### src/rtl/multi_led_blink_controller_core_defines.svh
// Assertion macros for the multi-LED blink controller
`ifndef MULTI_LED_BLINK_CONTROLLER_CORE_DEFINES_SVH
`define MULTI_LED_BLINK_CONTROLLER_CORE_DEFINES_SVH

// same-cycle implication, held off during reset
`define MLBC_ASSERT_NOW(lbl, ante, cons) \
    lbl: assert property (@(posedge clk) disable iff (!rst_n) (ante) |-> (cons)) \
        else $error("lbl failed");

// next-cycle implication, held off during reset
`define MLBC_ASSERT_NEXT(lbl, ante, cons) \
    lbl: assert property (@(posedge clk) disable iff (!rst_n) (ante) |=> (cons)) \
        else $error("lbl failed");

`endif

### src/rtl/mlbc_pkg.sv
// Shared types and constants of the multi-LED blink controller
`default_nettype none

package mlbc_pkg;

    localparam int LED_NUM    = 8;
    localparam int BOOT_LED   = 7;
    localparam int LINES_USED = (LED_NUM < 8) ? LED_NUM : 8;

    localparam int IDX_W  = 4;
    localparam int IND_W  = 3;
    localparam int ADDR_W = 5;

    localparam logic [15:0] RESET_INTERVAL = 16'd500;
    localparam logic [15:0] RESET_SCAN     = 16'd50;
    localparam logic [15:0] RESET_SHORT    = 16'd600;
    localparam logic [15:0] RESET_LONG     = 16'd1800;
    localparam logic [2:0]  RESET_SHORT_LED = 3'd2;
    localparam logic [2:0]  RESET_MID_LED   = 3'd3;
    localparam logic [2:0]  RESET_LONG_LED  = 3'd4;

    localparam logic [1:0] OP_TICK     = 2'd0;
    localparam logic [1:0] OP_SET_MODE = 2'd1;
    localparam logic [1:0] OP_TIME_SEL = 2'd2;
    localparam logic [1:0] OP_READ     = 2'd3;

    localparam logic [1:0] MODE_OFF   = 2'd0;
    localparam logic [1:0] MODE_ON    = 2'd1;
    localparam logic [1:0] MODE_BLINK = 2'd2;

    localparam logic [2:0] REG_SCAN_PERIOD = 3'd0;
    localparam logic [2:0] REG_DEF_INTV    = 3'd1;
    localparam logic [2:0] REG_SHORT_LIM   = 3'd2;
    localparam logic [2:0] REG_LONG_LIM    = 3'd3;
    localparam logic [2:0] REG_SHORT_LED   = 3'd4;
    localparam logic [2:0] REG_MID_LED     = 3'd5;
    localparam logic [2:0] REG_LONG_LED    = 3'd6;

    typedef struct packed {
        logic [15:0]      scan_period;
        logic [15:0]      default_interval;
        logic [15:0]      short_limit;
        logic [15:0]      long_limit;
        logic [IND_W-1:0] short_led;
        logic [IND_W-1:0] mid_led;
        logic [IND_W-1:0] long_led;
    } cfg_t;

    typedef struct packed {
        logic capture;
        logic execute;
    } cmd_t;

    typedef enum logic {
        S_IDLE,
        S_EXEC
    } ctrl_state_t;

endpackage

`default_nettype wire

### src/rtl/mlbc_regs.sv
// Configuration register file behind the APB-style port
`default_nettype none

module mlbc_regs (
    input  wire logic                        clk,
    input  wire logic                        rst_n,
    input  wire logic                        psel,
    input  wire logic                        penable,
    input  wire logic                        pwrite,
    input  wire logic [mlbc_pkg::ADDR_W-1:0] paddr,
    input  wire logic [31:0]                 pwdata,
    output logic [31:0]                      prdata,
    output mlbc_pkg::cfg_t                   cfg
);

    mlbc_pkg::cfg_t cfg_reg;
    mlbc_pkg::cfg_t cfg_next;
    logic           wr_en;

    assign wr_en = psel && penable && pwrite;
    assign cfg   = cfg_reg;

    always_comb
    begin
        cfg_next = cfg_reg;
        if (wr_en)
        begin
            unique case (paddr[4:2])
                mlbc_pkg::REG_SCAN_PERIOD: cfg_next.scan_period      = pwdata[15:0];
                mlbc_pkg::REG_DEF_INTV:    cfg_next.default_interval = pwdata[15:0];
                mlbc_pkg::REG_SHORT_LIM:   cfg_next.short_limit      = pwdata[15:0];
                mlbc_pkg::REG_LONG_LIM:    cfg_next.long_limit       = pwdata[15:0];
                mlbc_pkg::REG_SHORT_LED:   cfg_next.short_led = pwdata[mlbc_pkg::IND_W-1:0];
                mlbc_pkg::REG_MID_LED:     cfg_next.mid_led   = pwdata[mlbc_pkg::IND_W-1:0];
                mlbc_pkg::REG_LONG_LED:    cfg_next.long_led  = pwdata[mlbc_pkg::IND_W-1:0];
                default:                   cfg_next = cfg_reg;
            endcase
        end
    end

    always_comb
    begin
        unique case (paddr[4:2])
            mlbc_pkg::REG_SCAN_PERIOD: prdata = {16'd0, cfg_reg.scan_period};
            mlbc_pkg::REG_DEF_INTV:    prdata = {16'd0, cfg_reg.default_interval};
            mlbc_pkg::REG_SHORT_LIM:   prdata = {16'd0, cfg_reg.short_limit};
            mlbc_pkg::REG_LONG_LIM:    prdata = {16'd0, cfg_reg.long_limit};
            mlbc_pkg::REG_SHORT_LED:   prdata = 32'(cfg_reg.short_led);
            mlbc_pkg::REG_MID_LED:     prdata = 32'(cfg_reg.mid_led);
            mlbc_pkg::REG_LONG_LED:    prdata = 32'(cfg_reg.long_led);
            default:                   prdata = 32'd0;
        endcase
    end

    always_ff @(posedge clk or negedge rst_n)
    begin
        if (!rst_n)
        begin
            cfg_reg.scan_period      <= mlbc_pkg::RESET_SCAN;
            cfg_reg.default_interval <= mlbc_pkg::RESET_INTERVAL;
            cfg_reg.short_limit      <= mlbc_pkg::RESET_SHORT;
            cfg_reg.long_limit       <= mlbc_pkg::RESET_LONG;
            cfg_reg.short_led        <= mlbc_pkg::RESET_SHORT_LED;
            cfg_reg.mid_led          <= mlbc_pkg::RESET_MID_LED;
            cfg_reg.long_led         <= mlbc_pkg::RESET_LONG_LED;
        end
        else
        begin
            cfg_reg <= cfg_next;
        end
    end

endmodule

`default_nettype wire

### src/rtl/mlbc_ctrl.sv
// Controller state machine: input capture, execution and result beat handshake
`default_nettype none

module mlbc_ctrl (
    input  wire logic        clk,
    input  wire logic        rst_n,
    input  wire logic        in_valid,
    output logic             in_ready,
    output logic             out_valid,
    input  wire logic        out_ready,
    output mlbc_pkg::cmd_t   cmd
);

    mlbc_pkg::ctrl_state_t state_reg;
    mlbc_pkg::ctrl_state_t state_next;
    logic                  out_valid_reg;
    logic                  out_valid_next;
    logic                  out_free;

    assign out_free  = !out_valid_reg || out_ready;
    assign out_valid = out_valid_reg;

    always_comb
    begin
        state_next = state_reg;
        unique case (state_reg)
            mlbc_pkg::S_IDLE:
            begin
                if (in_valid)
                    state_next = mlbc_pkg::S_EXEC;
            end
            mlbc_pkg::S_EXEC:
            begin
                if (out_free)
                    state_next = mlbc_pkg::S_IDLE;
            end
            default: state_next = mlbc_pkg::S_IDLE;
        endcase
    end

    always_comb
    begin
        in_ready    = 1'b0;
        cmd.capture = 1'b0;
        cmd.execute = 1'b0;
        unique case (state_reg)
            mlbc_pkg::S_IDLE:
            begin
                in_ready    = 1'b1;
                cmd.capture = in_valid;
            end
            mlbc_pkg::S_EXEC:
            begin
                cmd.execute = out_free;
            end
            default:
            begin
                in_ready = 1'b0;
            end
        endcase
    end

    always_comb
    begin
        if (cmd.execute)
            out_valid_next = 1'b1;
        else if (out_ready)
            out_valid_next = 1'b0;
        else
            out_valid_next = out_valid_reg;
    end

    always_ff @(posedge clk or negedge rst_n)
    begin
        if (!rst_n)
        begin
            state_reg     <= mlbc_pkg::S_IDLE;
            out_valid_reg <= 1'b0;
        end
        else
        begin
            state_reg     <= state_next;
            out_valid_reg <= out_valid_next;
        end
    end

endmodule

`default_nettype wire

### src/rtl/mlbc_dpath.sv
// Datapath: LED state, time counter, parallel deadline scan and result register
`default_nettype none

module mlbc_dpath (
    input  wire logic                       clk,
    input  wire logic                       rst_n,
    input  wire mlbc_pkg::cmd_t             cmd,
    input  wire mlbc_pkg::cfg_t             cfg,
    input  wire logic [1:0]                 opcode,
    input  wire logic [mlbc_pkg::IDX_W-1:0] led_id,
    input  wire logic [1:0]                 mode,
    input  wire logic [15:0]                blink_interval,
    input  wire logic [15:0]                seconds,
    output logic [7:0]                      led_lines,
    output logic                            read_value
);

    localparam int N = mlbc_pkg::LED_NUM;

    logic [1:0]                 opcode_reg;
    logic [mlbc_pkg::IDX_W-1:0] led_id_reg;
    logic [1:0]                 mode_reg;
    logic [15:0]                blink_interval_reg;
    logic [15:0]                seconds_reg;

    logic [31:0] now_reg;
    logic [31:0] now_inc_reg;
    logic [15:0] scan_reg;
    logic [15:0] scan_inc;
    logic        scan_hit;

    logic [1:0]  led_mode_reg     [N];
    logic [1:0]  led_mode_next    [N];
    logic [15:0] led_interval_reg [N];
    logic [15:0] led_interval_next[N];
    logic [31:0] next_toggle_reg  [N];
    logic [31:0] next_toggle_next [N];
    logic [N-1:0] led_on_reg;
    logic [N-1:0] led_on_next;
    logic [31:0] late             [N];

    logic [15:0]                start_intv;
    logic [mlbc_pkg::IDX_W-1:0] short_idx;
    logic [mlbc_pkg::IDX_W-1:0] mid_idx;
    logic [mlbc_pkg::IDX_W-1:0] long_idx;
    logic [mlbc_pkg::IDX_W-1:0] sel_idx;
    logic                       sel_valid;
    logic                       read_hit;
    logic [7:0]                 lines;
    logic [7:0]                 led_lines_reg;
    logic                       read_value_reg;

    assign scan_inc   = scan_reg + 16'd1;
    assign scan_hit   = scan_inc >= cfg.scan_period;
    assign start_intv = (blink_interval_reg != 16'd0) ? blink_interval_reg
                                                     : cfg.default_interval;
    assign short_idx  = mlbc_pkg::IDX_W'(cfg.short_led);
    assign mid_idx    = mlbc_pkg::IDX_W'(cfg.mid_led);
    assign long_idx   = mlbc_pkg::IDX_W'(cfg.long_led);
    assign sel_valid  = seconds_reg != 16'd0;
    assign led_lines  = led_lines_reg;
    assign read_value = read_value_reg;

    always_comb
    begin
        if (seconds_reg > cfg.long_limit)
            sel_idx = long_idx;
        else if (seconds_reg > cfg.short_limit)
            sel_idx = mid_idx;
        else
            sel_idx = short_idx;
    end

    always_comb
    begin
        read_hit = 1'b0;
        for (int i = 0; i < N; i++)
        begin
            late[i]              = now_inc_reg - next_toggle_reg[i];
            led_mode_next[i]     = led_mode_reg[i];
            led_interval_next[i] = led_interval_reg[i];
            next_toggle_next[i]  = next_toggle_reg[i];
            led_on_next[i]       = led_on_reg[i];
            if (led_id_reg == mlbc_pkg::IDX_W'(i) && led_on_reg[i])
                read_hit = 1'b1;
            unique case (opcode_reg)
                mlbc_pkg::OP_TICK:
                begin
                    if (scan_hit && led_mode_reg[i] == mlbc_pkg::MODE_BLINK && !late[i][31])
                    begin
                        led_on_next[i]      = !led_on_reg[i];
                        next_toggle_next[i] = now_inc_reg + 32'(led_interval_reg[i]);
                    end
                end
                mlbc_pkg::OP_SET_MODE:
                begin
                    if (led_id_reg == mlbc_pkg::IDX_W'(i))
                    begin
                        led_mode_next[i] = mode_reg;
                        if (mode_reg == mlbc_pkg::MODE_BLINK)
                        begin
                            led_interval_next[i] = start_intv;
                            next_toggle_next[i]  = now_reg + 32'(start_intv);
                            led_on_next[i]       = 1'b1;
                        end
                        else
                        begin
                            led_on_next[i] = (mode_reg == mlbc_pkg::MODE_ON);
                        end
                    end
                end
                mlbc_pkg::OP_TIME_SEL:
                begin
                    if (short_idx == mlbc_pkg::IDX_W'(i) || mid_idx == mlbc_pkg::IDX_W'(i)
                        || long_idx == mlbc_pkg::IDX_W'(i))
                    begin
                        led_mode_next[i] = mlbc_pkg::MODE_OFF;
                        led_on_next[i]   = 1'b0;
                    end
                    if (sel_valid && sel_idx == mlbc_pkg::IDX_W'(i))
                    begin
                        led_mode_next[i] = mlbc_pkg::MODE_ON;
                        led_on_next[i]   = 1'b1;
                    end
                end
                default:
                begin
                    led_on_next[i] = led_on_reg[i];
                end
            endcase
        end
    end

    always_comb
    begin
        lines = 8'd0;
        for (int i = 0; i < mlbc_pkg::LINES_USED; i++)
            lines[i] = led_on_next[i];
    end

    always_ff @(posedge clk)
    begin
        if (cmd.capture)
        begin
            opcode_reg         <= opcode;
            led_id_reg         <= led_id;
            mode_reg           <= mode;
            blink_interval_reg <= blink_interval;
            seconds_reg        <= seconds;
        end
        if (cmd.execute)
        begin
            led_lines_reg  <= lines;
            read_value_reg <= (opcode_reg == mlbc_pkg::OP_READ) && read_hit;
        end
    end

    always_ff @(posedge clk or negedge rst_n)
    begin
        if (!rst_n)
        begin
            now_reg     <= 32'd0;
            now_inc_reg <= 32'd1;
            scan_reg    <= 16'd0;
            for (int i = 0; i < N; i++)
            begin
                led_mode_reg[i]     <= (i == mlbc_pkg::BOOT_LED) ? mlbc_pkg::MODE_ON
                                                                 : mlbc_pkg::MODE_OFF;
                led_interval_reg[i] <= mlbc_pkg::RESET_INTERVAL;
                next_toggle_reg[i]  <= 32'd0;
                led_on_reg[i]       <= (i == mlbc_pkg::BOOT_LED);
            end
        end
        else if (cmd.execute)
        begin
            if (opcode_reg == mlbc_pkg::OP_TICK)
            begin
                now_reg     <= now_inc_reg;
                now_inc_reg <= now_inc_reg + 32'd1;
                scan_reg    <= scan_hit ? 16'd0 : scan_inc;
            end
            for (int i = 0; i < N; i++)
            begin
                led_mode_reg[i]     <= led_mode_next[i];
                led_interval_reg[i] <= led_interval_next[i];
                next_toggle_reg[i]  <= next_toggle_next[i];
            end
            led_on_reg <= led_on_next;
        end
    end

endmodule

`default_nettype wire

### src/rtl/multi_led_blink_controller_core.sv
// Top level of the multi-LED blink controller
//
//   channel  | handshake              | payload
//   ---------+------------------------+---------------------------------------------
//   input    | in_valid / in_ready    | opcode, led_id, mode, blink_interval, seconds
//   result   | out_valid / out_ready  | led_lines, read_value
//   config   | psel, penable, pwrite  | paddr, pwdata, prdata (pready tied high)
//
// Each item is first captured from the beat, then executed, updating all LEDs at once.
// The execute cycle waits while an earlier result beat is still held by out_ready low.
// A new beat is taken as soon as the previous item has executed.
// Reset clears control state and loads the boot LED as lit; no clearing pass is needed.
`default_nettype none
`include "multi_led_blink_controller_core_defines.svh"

module multi_led_blink_controller_core (
    input  wire logic                        clk,
    input  wire logic                        rst_n,
    input  wire logic                        in_valid,
    output logic                             in_ready,
    input  wire logic [1:0]                  opcode,
    input  wire logic [mlbc_pkg::IDX_W-1:0]  led_id,
    input  wire logic [1:0]                  mode,
    input  wire logic [15:0]                 blink_interval,
    input  wire logic [15:0]                 seconds,
    output logic                             out_valid,
    input  wire logic                        out_ready,
    output logic [7:0]                       led_lines,
    output logic                             read_value,
    input  wire logic                        psel,
    input  wire logic                        penable,
    input  wire logic                        pwrite,
    input  wire logic [mlbc_pkg::ADDR_W-1:0] paddr,
    input  wire logic [31:0]                 pwdata,
    output logic [31:0]                      prdata,
    output logic                             pready
);

    mlbc_pkg::cfg_t cfg;
    mlbc_pkg::cmd_t cmd;

    assign pready = 1'b1;

    mlbc_regs u_regs (
        .clk     (clk),
        .rst_n   (rst_n),
        .psel    (psel),
        .penable (penable),
        .pwrite  (pwrite),
        .paddr   (paddr),
        .pwdata  (pwdata),
        .prdata  (prdata),
        .cfg     (cfg)
    );

    mlbc_ctrl u_ctrl (
        .clk       (clk),
        .rst_n     (rst_n),
        .in_valid  (in_valid),
        .in_ready  (in_ready),
        .out_valid (out_valid),
        .out_ready (out_ready),
        .cmd       (cmd)
    );

    mlbc_dpath u_dpath (
        .clk            (clk),
        .rst_n          (rst_n),
        .cmd            (cmd),
        .cfg            (cfg),
        .opcode         (opcode),
        .led_id         (led_id),
        .mode           (mode),
        .blink_interval (blink_interval),
        .seconds        (seconds),
        .led_lines      (led_lines),
        .read_value     (read_value)
    );

    `MLBC_ASSERT_NEXT(a_accept_then_busy, in_valid && in_ready, !in_ready)
    `MLBC_ASSERT_NOW(a_exec_needs_room, cmd.execute, !out_valid || out_ready)
    `MLBC_ASSERT_NOW(a_result_from_exec, $rose(out_valid), $past(cmd.execute))
    `MLBC_ASSERT_NEXT(a_exec_then_result, cmd.execute, out_valid)

endmodule

`default_nettype wire

### config.mk
export PLATFORM = sky130hd
export DESIGN_NAME = multi_led_blink_controller_core
export DESIGN_NICKNAME = d
export VERILOG_FILES = /design/src/rtl/mlbc_pkg.sv /design/src/rtl/mlbc_regs.sv /design/src/rtl/mlbc_ctrl.sv /design/src/rtl/mlbc_dpath.sv /design/src/rtl/multi_led_blink_controller_core.sv
export VERILOG_INCLUDE_DIRS = /design/src /design/src/rtl
export SDC_FILE = /design/constraint.sdc
export NUM_CORES = 2
export LEC_CHECK = 0
export BUFFER_PORTS_ARGS = -buffer_cell sky130_fd_sc_hd__buf_2
export CORE_MARGIN = 1.5
export CORE_UTILIZATION = 39
export CTS_CLUSTER_SIZE = 8
export DETAILED_ROUTE_END_ITERATION = 6
export HOLD_SLACK_MARGIN = 0.15
export PLACE_DENSITY = 0.58
export RECOVER_POWER = 100
export SLEW_MARGIN = 20
export SYNTH_ARGS = -nofsm -noshare
export SYNTH_HDL_FRONTEND = slang
export SYNTH_SLANG_ARGS = --single-unit
### constraint.sdc
create_clock -name clk -period 12.45 [get_ports clk]
set_input_delay 0 -clock clk [delete_from_list [all_inputs] [get_ports clk]]
set_output_delay 0 -clock clk [all_outputs]
set_load 0.005 [all_outputs]
==> results.md <==
| Stage | Parameter | This run |
|:---|:---|:---|
| run status | Run status | complete, but fails checks |
| run status | Violated checks | capacitance limit, slew limit |
| global routing | Largest net degree at the start of global routing | 195 |
| routing | Drt via density | 5.506 |
| synth | Top-area cell type share of the netlist area | 0.2943 |
| cts | Post-CTS Setup Repair Bufs | 0 |
| cts | Clock tree root driver cell | sky130_fd_sc_hd__clkbuf_16 |
| pwr | Peak supply drop | 0.1118 mV |
| pwr | Flop pwr share | 0.373 |
| synth | Flop and latch count out of synthesis | 612 |
| global routing | Initial antenna violation count | 1 |
| worst hold path | End point of the most critical hold path | u_regs.cfg[35] |
| setup path | Start of the worst register-to-register path | u_dpath.scan_reg[0] |
| setup path | Critical Path Fanout Max | 64 |
| synth | Count of cell types in the netlist | 91 |
| global routing | Global-route wire length before repair | 197900 µm |
| synth | Area of the mapped netlist | 41750 µm² |
| cts | Latest clock arrival within the worst-skew pair | 0.65 ns |
| placed design | Detailed Place HPWL | 90220 µm |
| sta | Transition at the pin with the smallest max-transition slack | 4.683 ns |
| worst hold path | Classification of the worst-slack hold path | primary input to flip-flop |
| pwr | Cell area power density | 161.4 nW/µm² |
| setup path | Buffering stage count on the worst path with inverters included | 1 |
| pwr | Clk network pwr share | 0.291 |
| setup path | Series of cell instances along the critical path | ha_1 -> and3_1 -> and3_1 -> and3_1 -> and3_1 -> nand3_1 -> xnor2_1 -> ha_1 -> and4_1 -> o2111ai_1 -> o221ai_1 -> nor2_1 -> nor4b_1 -> o21a_2 -> clkbuf_1 -> o211ai_1 -> o21a_1 |
| sta | Worst clock skew | 0.03498 ns |
| synth | Post-synthesis cell count | 4613 |
| setup path | Worst path top cell family by delay | simple AND/OR/NAND/NOR gates |
| cts | Maximum number of buffers from clock root to sink | 3 |
| sta | Post-route minimum period | 7.599 ns |
| synth | Fraction of the yosys area taken by sequential cells | 0.3749 |
| setup path | CP arrival | 8.12 ns |
| setup path | Critical-path cell with the highest stage delay | sky130_fd_sc_hd__clkbuf_1 |
| synth | Most common cell in the netlist | sky130_fd_sc_hd__nand2_1 |
| placed design | Global placement routability congestion | 0.9210 |
| cts | CTS Buf Count | 87 |
| routing | Number of DRC markers after the initial detailed-route iteration | 1920 |
| job | Max-Cap Viols | 18 |
| setup path | Type of the setup path with the least slack | flip-flop to flip-flop |
| global routing | Global-route total usage across every layer | 0.2329 |
| sta | Number of endpoints failing setup at the final stage | 0 |
| die | FP Rows | 119 |
| cts | Clock Sinks | 612 |
| routing | DRC violation count after routing | 0 |
| die | Placeable core area | 105700 µm² |
| setup path | Max incr delay on CP | 2.12 ns |
| worst hold path | Start point of the worst hold path | pwdata[10] |
| placed design | Port Buffer Count | 92 |
| routing | Post-route ant nets | 0 |
| pwr | Net switching share of the total power | 0.3594 |
| setup path | Crit end category | flip-flop |
| die | Die X | 330.2 µm |
| pwr | Internal | 0.004923 W |
| die | Vertical extent of the die | 330.2 µm |
| layout | Area Growth Syn to Fin | 14.06% |
| routing | 1st-pass router iterations | 5 |
| pwr | Net switching power of the design | 0.002761 W |
| sta | Share of the clock period used by the worst path after layout | 0.6103 |
| routing | Final routed wirelength across all metal layers | 125700 µm |
| synth | Commonest cells in the synthesized netlist | sky130_fd_sc_hd__nand2_1 (557), sky130_fd_sc_hd__dfrtp_1 (491), sky130_fd_sc_hd__o21ai_0 (477) |
| routing | Average wire per standard cell | 20.00 µm |
| synth | Yosys Warn Count | 0 |
| synth | Primary flip-flop cell chosen by synthesis mapping | sky130_fd_sc_hd__dfrtp_1 |
| setup path | Worst Path Required | 12.97 ns |
| sta | Setup ws final | 4.851 ns |
| synth | Per-instance average area after synthesis | 9.050 µm² |
| setup path | Number of cells traversed by the worst register-to-register path | 17 |
| die | Total die area | 109000 µm² |
| sta | Max Transition Viols Final | 848 |
| synth | Synth area leaders | sky130_fd_sc_hd__dfrtp_1 (29%), sky130_fd_sc_hd__ha_1 (13%), sky130_fd_sc_hd__o21ai_0 (5.7%) |
| die | Effective utilization at floorplan | 0.3949 |
| sta | Unrepaired setup endpoints after global routing | false |
| sta | Hold WS | 0.1605 ns |
| layout | Share of cells above drive strength 1 | 0.1031 |
| cts | Level count of the clock H-tree | 3 |
| layout | Largest register FFs | 256 |
| setup path | Setup slack of the most critical reg-to-reg path | 4.85 ns |
| sta | Max-slew headroom | -2.122 |
| layout | Final layout net count | 5368 |
| placed design | Worst Setup Slack post-DPL | 6.685 ns |
| layout | Util after Layout | 0.4504 |
| sta | Final-layout setup total negative slack | 0 ns |
| worst hold path | Depth of the worst hold-timing path | 4 |
| pwr | Combinational share of power | 0.337 |
| placed design | Post-placement cell area | 43960 µm² |
| layout | Post-layout instance area | 47620 µm² |
| cts | Clock-pin transition on the worst setup and hold timing paths | 0.05 ns |
| global routing | Grt total ovfl | 0 |
| die | I/O pin total | 128 |
| synth | Largest area contributor in the synthesized netlist | sky130_fd_sc_hd__dfrtp_1 |
| sta | Timing-limited maximum frequency | 131.6 MHz |
| routing | Routed vias | 34590 |
| synth | Number of flops mapped to enable cells by yosys | 49 |
| global routing | Via count of the first global-routing pass | 34730 |
| cts | Clock tree from TritonCTS | done |
| sta | Hold Violations, Final | 0 |
| setup path | Critical path launch point type | flip-flop |
| setup path | Most used cell, CP | sky130_fd_sc_hd__and3_1 |
| setup path | Worst reg2reg path endpoint | u_dpath.next_toggle_reg[242] |
| pwr | Static Leakage | 22.09 nW |
| layout | Filler instances | 10350 |
| synth | Fraction of registers with async set or reset after synthesis | 0.9199 |
-- stage by stage --
stage,power [W],instances
global placement,0.005362,6005
CTS,0.007739,6281
detailed placement,0.005435,6005
global route,0.008212,6281
finish,0.007684,6283
floorplan,0.004602,4628
-- cells by family after synthesis --
logic type / synth area share
and+or+nand+nor: 0.1442
other: 0.0001799
muxes: 0.05802
xor gates and xnor gates: 0.05350
DFF: 0.3749
AOI/OAI and AO/OA: 0.1796
buffers and inverters: 0.05371
adders and majority gates: 0.1359
-- power by group through the flow --
stage,Clock (W),Sequential [W],Combinational [W]
floorplan,0,0.00279,0.00181
global placement,0,0.00287,0.00249
detailed placement,0,0.00289,0.00255
CTS,0.00228,0.00286,0.00260
global route,0.00236,0.00293,0.00292
finish,0.00223,0.00286,0.00259
-- worst max-delay path by stage --
stage,startpoint,end,slack (ns),cells past startpoint
6_report,u_dpath.scan_reg[0],u_dpath.next_toggle_reg[242],4.85,17
3_3_place_gp,u_dpath.scan_reg[0],u_dpath.next_toggle_reg[26],6.70,17
3_5_place_dp,u_dpath.scan_reg[0],u_dpath.next_toggle_reg[26],6.69,17
5_1_grt,u_dpath.scan_reg[0],u_dpath.next_toggle_reg[242],4.12,17
2_1_floorplan,u_dpath.scan_reg[0],u_dpath.next_toggle_reg[182],8.10,17
4_1_cts,u_dpath.scan_reg[0],u_dpath.next_toggle_reg[26],6.63,17
-- worst register-to-register path, delay by kind of cell, from the launching register on --
| family | cells | cell delay, ns |
|---|---|---|
| compound gates | 5 | 1.56 |
| xor+xnor | 1 | 0.16 |
| simple gates | 8 | 2.68 |
| flops | 1 | 0.43 |
| fa+ha+maj | 2 | 0.52 |
| buf+inv | 1 | 2.12 |
-- routing by layer --
metal	track usage	up-vias	routed length (µm)
li1	-	16740	-
met1	0.3063	16850	56080
met2	0.3925	783	59210
met3	0.02438	217	5507
met4	0.09132	0	4853
met5	0	-	0
-- cells in the final DEF (no fill, tap or decap), types with 17 or more instances in the layout --
cell type	Yosys	routed
sky130_fd_sc_hd__a211oi_1	38	38
sky130_fd_sc_hd__a21boi_0	19	20
sky130_fd_sc_hd__a21o_1	72	72
sky130_fd_sc_hd__a21oi_1	235	235
sky130_fd_sc_hd__a31oi_1	63	63
sky130_fd_sc_hd__and3_1	38	38
sky130_fd_sc_hd__buf_2	18	61
sky130_fd_sc_hd__buf_4	21	68
sky130_fd_sc_hd__clkbuf_1	133	98
sky130_fd_sc_hd__clkbuf_16	0	88
sky130_fd_sc_hd__conb_1	2	17
sky130_fd_sc_hd__dfrtp_1	491	491
sky130_fd_sc_hd__dfstp_2	72	72
sky130_fd_sc_hd__dlygate4sd3_1	0	132
sky130_fd_sc_hd__edfxtp_1	49	49
sky130_fd_sc_hd__ha_1	439	438
sky130_fd_sc_hd__inv_1	367	366
sky130_fd_sc_hd__mux2_2	146	146
sky130_fd_sc_hd__mux2i_1	44	44
sky130_fd_sc_hd__nand2_1	557	556
sky130_fd_sc_hd__nand2b_1	56	56
sky130_fd_sc_hd__nand3_1	82	82
sky130_fd_sc_hd__nand4_1	53	53
sky130_fd_sc_hd__nor2_1	280	279
sky130_fd_sc_hd__nor2b_1	50	49
sky130_fd_sc_hd__nor3_1	72	71
sky130_fd_sc_hd__nor4_1	23	23
sky130_fd_sc_hd__o211ai_1	62	62
sky130_fd_sc_hd__o21a_1	71	70
sky130_fd_sc_hd__o21ai_0	477	481
sky130_fd_sc_hd__o31ai_1	19	19
sky130_fd_sc_hd__xnor2_1	133	133
sky130_fd_sc_hd__xor2_1	122	122
-- final cells by class --
type	count	area (µm²)	share of cell area
Multi-Input combinational cell	3450	24000	0.5040
Sequential cell	612	15650	0.3287
Clock buffer	139	2404	0.05048
Timing Repair Buffer	315	2376	0.04990
Tap cell	1391	1740	0.03655
Inverter	370	1390	0.02919
Clock inverter	4	53.80	0.001130
Antenna cell	2	5.005	0.0001051
-- what timing repair did --
action / 4_1_cts / 5_1_grt
hold buffers: 133 / 0
resized for setup: 0 / 0
hold endpoints to repair: 271 / 0
Note: power is estimated with default switching activity, not from simulation.
